**config.mk**
```make
export PLATFORM = sky130hd
export DESIGN_NAME = decimal_integer_string_parser_top
export DESIGN_NICKNAME = d
export VERILOG_FILES = /design/src/disp_pkg.sv /design/src/decimal_integer_string_parser_top.sv
export SDC_FILE = /design/constraint.sdc
export NUM_CORES = 1
export LEC_CHECK = 0
export ABC_AREA = 1
export BUFFER_PORTS_ARGS = -buffer_cell sky130_fd_sc_hd__buf_2
export CORE_UTILIZATION = 62
export DETAILED_ROUTE_END_ITERATION = 10
export PLACE_DENSITY = 0.82
export SETUP_SLACK_MARGIN = 0.02
export SYNTH_ARGS = -nofsm -noshare
export SYNTH_HDL_FRONTEND = slang
export SYNTH_SLANG_ARGS = --single-unit
```
**constraint.sdc**
```tcl
create_clock -name clock -period 4.02 [get_ports clock]
set_input_delay 0.201 -clock clock [delete_from_list [all_inputs] [get_ports clock]]
set_output_delay 0.201 -clock clock [all_outputs]
set_load 0.05 [all_outputs]
```
**src/disp_pkg.sv**
```systemverilog
// disp_pkg: shared constants for the decimal integer string parser.
// Character codes, field widths and the default digit limit.
// No dependencies.
package disp_pkg;

   localparam int unsigned CHAR_WIDTH   = 8;
   localparam int unsigned MAG_WIDTH    = 50;
   localparam int unsigned DIGIT_WIDTH  = 4;
   localparam int unsigned RSP_FIELDS_W = 2 + MAG_WIDTH;
   localparam int unsigned RSP_DATA_W   = ((RSP_FIELDS_W + 7) / 8) * 8;

   localparam int unsigned MAX_DIGITS_DEFAULT = 15;

   localparam logic [CHAR_WIDTH-1:0] CHAR_NUL   = 8'h00;
   localparam logic [CHAR_WIDTH-1:0] CHAR_TAB   = 8'h09;
   localparam logic [CHAR_WIDTH-1:0] CHAR_LF    = 8'h0A;
   localparam logic [CHAR_WIDTH-1:0] CHAR_CR    = 8'h0D;
   localparam logic [CHAR_WIDTH-1:0] CHAR_SPACE = 8'h20;
   localparam logic [CHAR_WIDTH-1:0] CHAR_PLUS  = 8'h2B;
   localparam logic [CHAR_WIDTH-1:0] CHAR_MINUS = 8'h2D;
   localparam logic [CHAR_WIDTH-1:0] CHAR_ZERO  = 8'h30;
   localparam logic [CHAR_WIDTH-1:0] CHAR_NINE  = 8'h39;

endpackage

```
**src/decimal_integer_string_parser_top.sv**
```systemverilog
// decimal_integer_string_parser_top: streaming ASCII decimal integer parser.
// Depends on disp_pkg for character codes and widths.
//
// Usage:
//   The req_ channel carries one string byte per transfer. Leading blanks
//   (space, tab, CR, LF) are skipped, one optional '+' or '-' may follow,
//   then 1 to MAX_DIGITS decimal digits and only trailing blanks.
//   A zero byte ends the string and produces exactly one transfer on the
//   rsp_ channel: accepted flag, sign and magnitude (zeros when rejected).
//   Non-zero bytes produce no result.
// Timing:
//   One byte per cycle while req_tready is high. The result appears on rsp_
//   in the cycle after the zero byte is taken. Each digit byte is one
//   multiply-by-ten (shift-add) step on the 50-bit accumulator between the parse state registers.
// Reset:
//   Synchronous, active high; the parser returns to the leading-blank phase
//   and the result register is emptied. After each zero byte the parser is
//   back in that same state, ready for the next string.
// Stalls:
//   The result register holds while rsp_tready is low; req_tready drops only
//   while a result is held and not being taken in the same cycle.
module decimal_integer_string_parser_top #(
   parameter int unsigned MAX_DIGITS = disp_pkg::MAX_DIGITS_DEFAULT
) (
   input  logic                              clock,
   input  logic                              reset,
   // request stream
   input  logic                              req_tvalid,
   output logic                              req_tready,
   input  logic [disp_pkg::CHAR_WIDTH-1:0]   req_tdata,  // [7:0] char_byte
   // result stream
   output logic                              rsp_tvalid,
   input  logic                              rsp_tready,
   output logic [disp_pkg::RSP_DATA_W-1:0]   rsp_tdata   // [0] accepted,
                                                         // [1] negative,
                                                         // [51:2] magnitude,
                                                         // rest zero
);
   import disp_pkg::*;

   // digit counter must reach MAX_DIGITS+1 to flag overflow
   localparam int unsigned CNT_WIDTH = $clog2(MAX_DIGITS + 2);
   localparam logic [CNT_WIDTH-1:0] CNT_LIMIT = CNT_WIDTH'(MAX_DIGITS);
   localparam logic [CNT_WIDTH-1:0] CNT_ONE   = CNT_WIDTH'(1);

   typedef enum logic [2:0] {
      PH_LEAD,
      PH_SIGN,
      PH_DIGITS,
      PH_TRAIL,
      PH_REJECT
   } phase_type;

   phase_type              phase_ff,  phase_in;
   logic                   minus_ff,  minus_in;
   logic [CNT_WIDTH-1:0]   count_ff,  count_in;
   logic [MAG_WIDTH-1:0]   acc_ff,    acc_in;

   logic                   rsp_valid_ff, rsp_valid_in;
   logic                   rsp_ok_ff,    rsp_ok_in;
   logic                   rsp_neg_ff,   rsp_neg_in;
   logic [MAG_WIDTH-1:0]   rsp_mag_ff,   rsp_mag_in;

   logic                   req_xfer;
   logic                   is_nul;
   logic                   is_blank;
   logic                   is_digit;
   logic [3:0]             digit_val;
   logic [MAG_WIDTH-1:0]   acc_step;
   logic [CNT_WIDTH-1:0]   count_step;
   logic                   string_ok;

   // output register frees when it is empty or being drained
   assign req_tready = !rsp_valid_ff || rsp_tready;
   assign req_xfer   = req_tvalid && req_tready;

   // character classes
   always_comb begin
      is_nul    = (req_tdata == CHAR_NUL);
      is_blank  = req_tdata inside {CHAR_SPACE, CHAR_TAB, CHAR_CR, CHAR_LF};
      is_digit  = req_tdata inside {[CHAR_ZERO:CHAR_NINE]};
      digit_val = 4'(req_tdata - CHAR_ZERO);
   end

   // acc*10 + digit as shift-add, wraps modulo 2^MAG_WIDTH
   assign acc_step   = (acc_ff << 3) + (acc_ff << 1) + MAG_WIDTH'(digit_val);
   assign count_step = count_ff + CNT_ONE;
   assign string_ok  = (phase_ff == PH_DIGITS) || (phase_ff == PH_TRAIL);

   // parse step
   always_comb begin
      phase_in = phase_ff;
      minus_in = minus_ff;
      count_in = count_ff;
      acc_in   = acc_ff;
      if (req_xfer) begin
         if (is_nul) begin
            phase_in = PH_LEAD;
            minus_in = 1'b0;
            count_in = '0;
            acc_in   = '0;
         end else begin
            case (phase_ff)
               PH_LEAD: begin
                  if (is_blank) begin
                     phase_in = PH_LEAD;
                  end else if (req_tdata == CHAR_MINUS) begin
                     minus_in = 1'b1;
                     phase_in = PH_SIGN;
                  end else if (req_tdata == CHAR_PLUS) begin
                     phase_in = PH_SIGN;
                  end else if (!is_digit) begin
                     phase_in = PH_REJECT;
                  end
               end
               PH_SIGN: begin
                  if (!is_digit) begin
                     phase_in = PH_REJECT;
                  end
               end
               PH_DIGITS: begin
                  if (is_blank) begin
                     phase_in = PH_TRAIL;
                  end else if (!is_digit) begin
                     phase_in = PH_REJECT;
                  end
               end
               PH_TRAIL: begin
                  if (!is_blank) begin
                     phase_in = PH_REJECT;
                  end
               end
               default: begin
                  phase_in = PH_REJECT;
               end
            endcase
            // digit taken in lead, sign or digit phase
            if (is_digit && (phase_ff == PH_LEAD || phase_ff == PH_SIGN ||
                             phase_ff == PH_DIGITS)) begin
               acc_in   = acc_step;
               count_in = count_step;
               phase_in = (count_step > CNT_LIMIT) ? PH_REJECT : PH_DIGITS;
            end
         end
      end
   end

   // result register
   always_comb begin
      rsp_valid_in = rsp_valid_ff && !rsp_tready;
      rsp_ok_in    = rsp_ok_ff;
      rsp_neg_in   = rsp_neg_ff;
      rsp_mag_in   = rsp_mag_ff;
      if (req_xfer && is_nul) begin
         rsp_valid_in = 1'b1;
         rsp_ok_in    = string_ok;
         rsp_neg_in   = string_ok && minus_ff;
         rsp_mag_in   = string_ok ? acc_ff : '0;
      end
   end

   always_ff @(posedge clock) begin
      if (reset) begin
         phase_ff     <= PH_LEAD;
         minus_ff     <= 1'b0;
         count_ff     <= '0;
         acc_ff       <= '0;
         rsp_valid_ff <= 1'b0;
      end else begin
         phase_ff     <= phase_in;
         minus_ff     <= minus_in;
         count_ff     <= count_in;
         acc_ff       <= acc_in;
         rsp_valid_ff <= rsp_valid_in;
      end
   end

   // payload, no reset needed
   always_ff @(posedge clock) begin
      rsp_ok_ff  <= rsp_ok_in;
      rsp_neg_ff <= rsp_neg_in;
      rsp_mag_ff <= rsp_mag_in;
   end

   assign rsp_tvalid = rsp_valid_ff;
   assign rsp_tdata  = RSP_DATA_W'({rsp_mag_ff, rsp_neg_ff, rsp_ok_ff});

`ifndef SYNTHESIS
   // a rejected string reports zero sign and magnitude
   a_reject_zero: assert property (@(posedge clock) disable iff (reset)
      (rsp_valid_ff && !rsp_ok_ff) |-> (!rsp_neg_ff && rsp_mag_ff == '0))
      else $error("rejected result carries nonzero payload");

   // a terminator yields a result and clears the parse state
   a_nul_result: assert property (@(posedge clock) disable iff (reset)
      (req_xfer && is_nul) |=>
         (rsp_valid_ff && phase_ff == PH_LEAD && count_ff == '0 && !minus_ff))
      else $error("terminator did not produce result and restart");

   // digit overflow always lands in the reject phase
   a_overflow_reject: assert property (@(posedge clock) disable iff (reset)
      (count_ff > CNT_LIMIT) |-> (phase_ff == PH_REJECT))
      else $error("digit count over limit without rejection");

   // digits counted only once a digit phase has been reached
   a_count_phase: assert property (@(posedge clock) disable iff (reset)
      (phase_ff == PH_LEAD || phase_ff == PH_SIGN) |-> (count_ff == '0))
      else $error("digit count nonzero before digits");
`endif

endmodule

```
==> summary.txt, run 1 <==
Hold-fix buffers, CTS: 0
DR iter-0 viols: 872
M3 GR Usage: 3.61%
VDD IR max: 0.000192 V
Core area: 0.0146 mm^2
Worst reg2reg path endpoint: acc_ff[34]
Avg Vias per Cell: 5.27
Status: finished, final reports clean
Syn_area_per_cell: 6.32 um^2
Sequential cell area: 0.00276 mm^2
Die height: 125 um
Via count: 9,065
Hold_ws: 0.117 ns
Endpoints failing setup: 0
Post_cts resized: 0
Cell at the slowest stage of the critical path: fa_1
P per Cell Area: 222 mW/mm^2
Period utilization: 69.2%
FF-to-FF path depth: 14
Maximum number of pins on one net before global-route repair: 39
Filler cell count: 1,319
Share of cells above drive strength 1: 7.30%
Initial Util: 63.9%
Fmax achieved: 360 MHz
Net switching power: 539 uW
Slew Limit Fails: 0
Setup slack, reg-to-reg: 1.24 ns
Unique cell type count in the Yosys netlist: 42
Grt met1 use: 47.2%
EDFF count, synth: 52
Buffers on Ports: 65
Later-pin clock latency in the skew report: 0.37 ns
Hold path startpoint: rsp_tready
Total number of H-tree levels: 3
Multi-input gate area: 0.00522 mm^2
Post-Syn Area: 0.00932 mm^2
Crit path launch type: register
Sequential area share after synthesis: 29.6%
HPWL after DPL: 20,500 um
R2R Path Start: acc_ff[0]
Max-Cap Viols: 0
Worst hold path class: in -> reg
Clock-pin slew on the worst setup and hold paths: 0.09 ns
Setup TNS: 0 ns
First-pass GRT wire length: 41,900 um
Pint: 1700 uW
Buf+Inv Stages, Crit Path: 2
CP top delay family: simple AND/OR/NAND/NOR gates
Post CTS Setup Buffer Count: 0
Initial antenna violation count: 0
Slowest stage delay, CP: 0.51 ns
Top-area cell type share of the netlist area: 20.2%
Sequential Power Share: 52.8%
Total clock sinks: 112
Worst path most repeated cell: nand2_1
CP Capture Type: register
Vias in the first global route: 8,424
Total CTS buffers: 9
Ys Warns: 0
RSZ-0062 raised after global routing: no
I/O pin cnt: 70
TritonCTS clock tree: done
Row count: 44
Hold path cells: 4
Final WL: 25,800 um
Post-layout util: 69.3%
Remaining Overflow, GRT: 0
Area grow syn2layout: 8.40%
LEAKAGE: 0.00543 uW
Crit Path Max Fanout: 5
Post-route antenna net violation count: 0
Setup ws final: 1.24 ns
Total Routing Usage GR: 34.2%
Crit path kind: reg -> reg
GRT met2 Usage: 55.6%
Sw frac: 24.0%
Dpl ws: 1.25 ns
ANT cells: 0
Cell taking the most area after synthesis: nand2_1
Max transition margin: 37.5%
Most used routing layer: met2
Max Root-Sink Buffers: 2
Gate power share: 3.1%
Hold Path Sink: rsp_tvalid
Die width: 125 um
Fin. Hold Viols: 0
Die Area: 0.0155 mm^2
Tmin final: 2.78 ns
Worst-Margin Slew: 0.935 ns
Async S/R FF share, synth: 0%
CTS root buffer: clkbuf_16
CP cell instances: inv_1 -> fa_1 -> fa_1 -> inv_1 -> nand2_1 -> nand2_1 -> nand3_1 -> nand2_1 -> nand2_1 -> nand3_1 -> nand2_1 -> nand3_1 -> nand3_2 -> a21oi_2
WP data required: 4.33 ns
RePlAce Congestion: 1.01
Critical Path AT: 3.09 ns
Clk pwr share: 44.1%
Drt pass-1 iters: 8
Cell count after synthesis: 1,474
Skew final: 0.0152 ns
Synth top area cells: nand2_1 20%, edfxtp_1 17%, dfxtp_1 13%
Residual DRC: 0
Dominant synthesized flop cell: dfxtp_1
Yosys reg bits: 112
Layout Nets: 1,640
DR WL/cell: 15.0 um
[state kept, by name, summed over array words and instances (netlist names)]
register	flops
acc_ff	50
count_ff	5
minus_ff	1
phase_ff	3
rsp_mag_ff	50
rsp_neg_ff	1
rsp_ok_ff	1
rsp_tvalid	1
[area by class of cell]
cell class	count	share of cell area (%)
Clock buffer	9	2.23
Clock inverter	7	0.991
Inverter	318	11.8
Multi-Input combinational cell	1020	51.7
Sequential cell	112	27.3
Tap cell	184	2.28
Timing Repair Buffer	69	3.64
[worst reg2reg max path, delay by kind of cell, from the launching register on]
| family | cells | cell delay (ns) |
|---|---|---|
| AND/OR/NAND/NOR | 9 | 1.01 |
| adder cells (fa/ha/maj) | 2 | 0.94 |
| flip-flops | 1 | 0.36 |
| buffers and inverters | 2 | 0.26 |
| AO/OA/AOI/OAI | 1 | 0.16 |
[worst max-delay path by stage]
stage	end	slack (ns)	cells past startpoint	startpoint
5_1_grt	acc_ff[34]	1.03	15	acc_ff[0]
6_report	acc_ff[34]	1.24	14	acc_ff[0]
4_1_cts	acc_ff[34]	1.24	14	acc_ff[0]
3_5_place_dp	acc_ff[34]	1.25	14	acc_ff[0]
2_1_floorplan	rsp_mag_ff[0]	0.09	3	rsp_tvalid
3_3_place_gp	acc_ff[21]	1.34	14	req_tdata[3]
[power groups by stage]
stage	registers (uW)	clock network (uW)	logic, uW
final	1190	989	69.5
after detailed placement	1210	0	69.2
after global routing	1190	1030	77.1
after CTS	1190	985	69.4
after floorplan	1210	0	51.2
after global placement	1210	0	67.4
[placed cells by master, fill, tap and decap left out, types with 2 or more instances in the layout]
cell / synthesis / layout
nand2_1: 501 / 501
inv_1: 310 / 310
nor2_1: 162 / 161
ha_1: 96 / 96
a21oi_1: 92 / 92
nand3_1: 68 / 68
buf_2: 4 / 65
dfxtp_1: 60 / 60
edfxtp_1: 52 / 52
nand4_1: 20 / 20
xor2_1: 14 / 14
o21ai_0: 10 / 10
clkbuf_16: 0 / 9
nor3_1: 7 / 7
a21oi_2: 6 / 6
o21ai_1: 6 / 6
inv_2: 5 / 5
nand3_2: 5 / 5
and2_1: 5 / 5
nand3b_1: 4 / 4
conb_1: 1 / 4
or2_2: 3 / 3
buf_4: 6 / 3
nor2_4: 1 / 2
clkinv_1: 2 / 2
o21bai_1: 2 / 2
fa_1: 2 / 2
clkinv_8: 0 / 2
inv_6: 0 / 2
[per-layer routing]
metal  up-vias  share of wire [%]  wire length [um]
met4         0                2.4               631
li1       4634                  -                 -
met2       323                 45             11600
met3        43                7.0              1800
met5         -                  0                 0
met1      4065                 46             11800
[cells in the mapped netlist, types with 3 or more instances]
library cell	count
nand2_1	501
inv_1	310
nor2_1	162
ha_1	96
a21oi_1	92
nand3_1	68
dfxtp_1	60
edfxtp_1	52
nand4_1	20
clkbuf_1	14
xor2_1	14
o21ai_0	10
nor3_1	7
a21oi_2	6
buf_4	6
o21ai_1	6
and2_1	5
inv_2	5
nand3_2	5
buf_2	4
nand3b_1	4
or2_2	3
[cell families after synthesis]
| logic type | after synthesis | share of synthesized area, % |
|---|---|---|
| and+or+nand+nor | 781 | 34.1 |
| buffers and inverters | 345 | 14.5 |
| AOI/OAI and AO/OA | 122 | 6.99 |
| DFF | 112 | 29.6 |
| adders and majority gates | 98 | 13.3 |
| xor gates and xnor gates | 15 | 1.41 |
| other | 1 | 0.0402 |
[through the flow]
| stage | total power, uW | cell area (um^2) | cells |
|---|---|---|---|
| after detailed placement | 1280 | 9780 | 1703 |
| after CTS | 2240 | 10100 | 1719 |
| final | 2240 | 10100 | 1719 |
| after global placement | 1280 | 9780 | 1703 |
| after floorplan | 1260 | 9330 | 1477 |
| after global routing | 2290 | 10100 | 1719 |
Power figures use the tool's default switching activity.
==> run 2: changes to the inputs <==
ABC_AREA = 0   (was 1)
CORE_UTILIZATION = 61   (was 62)
clock period = 2.7 ns   (was 4.02 ns; I/O delays follow)
==> run 2 against run 1 <==
The run now ends with negative setup slack left. Flip-flop and latch count unchanged. Critical path type unchanged. Hold slack worse by 0.047 ns. Critical endpoint is now acc_ff[46]. Setup slack worse by 1.8 ns. Non-clock buffer count up 163.
==> summary.txt, run 2 <==
DR iter-0 viols: 559 (-36%)
Critical Path AT: 3.50 ns (+0.41 ns)
Avg Vias per Cell: 6.11 (+16%)
FF-to-FF path depth: 13 (-1)
Row count: 40 (-9.1%)
Crit path kind: reg -> reg
Fmax achieved: 307 MHz (-15%)
Top-area cell type share of the netlist area: 20.7% (+0.54 points)
CP cell instances: inv_2 -> fa_1 -> buf_4 -> fa_2 -> nand2b_4 -> a21o_1 -> a31oi_4 -> a21boi_2 -> o31a_1 -> o311a_1 -> o41ai_2 -> xnor2_1 -> o21ai_1
Hold path startpoint: req_tdata[0]
Post-Syn Area: 0.00754 mm^2 (-19%)
Core area: 0.0120 mm^2 (-18%)
Dpl ws: -0.689 ns (-1.94 ns)
ANT cells: 0 (unchanged)
Max Root-Sink Buffers: 2 (unchanged)
Area grow syn2layout: 31.5%
Commonest non-fill, non-tap cells in the layout: 159 x buf_4, 93 x ha_1, 67 x nand2_1
Placed cell area: 0.00915 mm^2 (-6.4%)
Hold-fix buffers, CTS: 0 (unchanged)
Dominant synthesized flop cell: dfxtp_1
HPWL after DPL: 15,200 um (-26%)
Max-Cap Viols: 0 (unchanged)
Largest registers: acc_ff: 50 flops, rsp_mag_ff: 50 flops, count_ff: 5 flops
TritonCTS clock tree: done
Skew final: 0.00895 ns (-0.00624 ns)
Remaining Overflow, GRT: 0 (unchanged)
Total clock sinks: 112 (unchanged)
Async S/R FF share, synth: 0% (unchanged)
Share of cells above drive strength 1: 31.9% (+25 points)
Vias in the first global route: 7,258 (-14%)
Final WL: 21,400 um (-17%)
Worst-Margin Slew: 0.624 ns (-0.311 ns)
RePlAce Congestion: 0.921 (-9.2%)
Total Routing Usage GR: 34.2% (about the same)
Crit path launch type: register
Fin. Hold Viols: 0 (unchanged)
Initial antenna violation count: 0 (unchanged)
Placed insts: 1,147 (-33%)
Worst hold path class: in -> reg
Crit Path Max Fanout: 2 (-3)
Tmin final: 3.26 ns (+0.477 ns)
Maximum number of pins on one net before global-route repair: 33 (-15%)
Failing checks: negative setup slack
Worst reg2reg path endpoint: acc_ff[46]
Post-route antenna net violation count: 0 (unchanged)
Buffers on Ports: 65 (unchanged)
RSZ-0062 raised after global routing: yes
WP data required: 2.94 ns (-1.39 ns)
Cell count after synthesis: 817 (-45%)
Die Area: 0.0128 mm^2 (-18%)
R2R Path Start: acc_ff[2]
Cell at the slowest stage of the critical path: fa_1
Slowest stage delay, CP: 0.48 ns (-0.03 ns)
Residual DRC: 0 (unchanged)
Die width: 113 um (-9.2%)
Commonest cells post-synth: 96 x ha_1, 70 x nand2_1, 63 x a21oi_1, 60 x dfxtp_1, 57 x nor2_1
Total number of H-tree levels: 3 (unchanged)
Unique cell type count in the Yosys netlist: 65 (+55%)
Later-pin clock latency in the skew report: 0.36 ns (about the same)
Via count: 7,188 (-21%)
Commonest non-fill, non-tap cell in the layout: buf_4
Status: complete, but fails checks
Yosys reg bits: 112 (unchanged)
Layout Nets: 1,134 (-31%)
VDD IR max: 0.000276 V (+44%)
Setup slack, reg-to-reg: -0.56 ns (-1.80 ns)
Final instance area: 0.00991 mm^2 (-1.9%)
First-pass GRT wire length: 34,900 um (-17%)
Synth top area cells: edfxtp_1 21%, dfxtp_1 16%, ha_1 16%
Filler cell count: 700 (-47%)
Cell taking the most area after synthesis: edfxtp_1
DR WL/cell: 18.2 um (+21%)
Clock-pin slew on the worst setup and hold paths: 0.08 ns (about the same)
Period utilization: 121% (+51 points)
I/O pin cnt: 70 (unchanged)
Hold path cells: 3 (-1)
Ys Warns: 0 (unchanged)
Die height: 113 um (-9.2%)
P per Cell Area: 319 mW/mm^2 (+44%)
Initial Util: 62.7% (-1.1 points)
Hold Path Sink: acc_ff[0]
Syn_area_per_cell: 9.22 um^2 (+46%)
Non-filler cells, final: 1,176 (-32%)
CTS root buffer: clkbuf_16
Setup ws final: -0.557 ns (-1.80 ns)
Most numerous cell in the Yosys netlist: ha_1
Drt pass-1 iters: 8 (unchanged)
Max transition margin: 58.3% (+21 points)
Endpoints failing setup: 36 (+36)
Slew Limit Fails: 0 (unchanged)
LEAKAGE: 0.00488 uW (-10%)
CP Capture Type: register
Total CTS buffers: 9 (unchanged)
EDFF count, synth: 52 (unchanged)
Sequential area share after synthesis: 36.7% (+7.0 points)
==> run 2: through the flow <==
step / setup TNS (ns) / power, uW / hold WS [ns] / util [%]
floorplan: -2.97 / 1860 / 0.268 / -
global placement: -9.89 / 1890 / 0.420 / 76.2
detailed placement: -13.27 / 1900 / 0.433 / 76.2
CTS: -10.55 / 3170 / 0.0528 / 81.0
global route: -15.33 / 3240 / 0.0817 / 82.5
finish: -11.27 / 3160 / 0.0699 / 82.5
==> run 2: power by group <==
part / internal [uW] / total (uW) / switching (uW)
logic: 29.9 / 99.5 / 69.6
clock network: 637 / 1300 / 662
registers: 1760 / 1760 / 2.55
==> run 2: worst max path at each step <==
stage                         start         end  slack [ns]  depth (start not counted)
after detailed placement  acc_ff[2]  acc_ff[47]       -0.69                         13
after floorplan           acc_ff[2]  acc_ff[47]       -0.42                         13
after global placement    acc_ff[2]  acc_ff[47]       -0.54                         13
after CTS                 acc_ff[2]  acc_ff[47]       -0.55                         13
final                     acc_ff[2]  acc_ff[46]       -0.56                         13
after global routing      acc_ff[2]  acc_ff[46]       -0.67                         13
==> run 2: cells by family after synthesis <==
family,synth area share [%]
AOI/OAI and AO/OA,20.6
xor gates and xnor gates,4.53
adders and majority gates,16.5
buffers and inverters,3.17
DFF,36.7
muxes,0.266
other,0.0498
and+or+nand+nor,18.3
==> run 2: per-layer routing <==
metal | GRT usage [%] | up-vias | part of all wire, %
met5 | 0 | - | 0
met4 | 16.0 | 0 | 3.3
met3 | 5.03 | 72 | 5.8
met2 | 58.0 | 328 | 49
met1 | 43.0 | 3380 | 42
li1 | - | 3408 | -
==> run 2: final cells by class <==
type                    instances  area [um^2]  area share [%]
clock buffers                   9          225            2.27
repair buffers                232         1610            16.2
clock inverters                 7         56.3           0.568
multi-input cells             653         5000            50.5
inverters                      16         63.8           0.644
flip-flops and latches        112         2770            27.9
well taps                     147          184            1.86
==> run 2: critical path: cells and delay by family, from the launching register on <==
kind | cells | cell delay, ns
fa+ha+maj | 2 | 0.82
flops | 1 | 0.34
simple gates | 1 | 0.15
xor+xnor | 1 | 0.15
compound gates | 7 | 1.46
buf+inv | 2 | 0.20
==> run 2: what timing repair did <==
action,CTS,global route
pin swaps,44,22
setup endpoints to repair,35,38
setup buffers,4,10
resized for setup,61,23
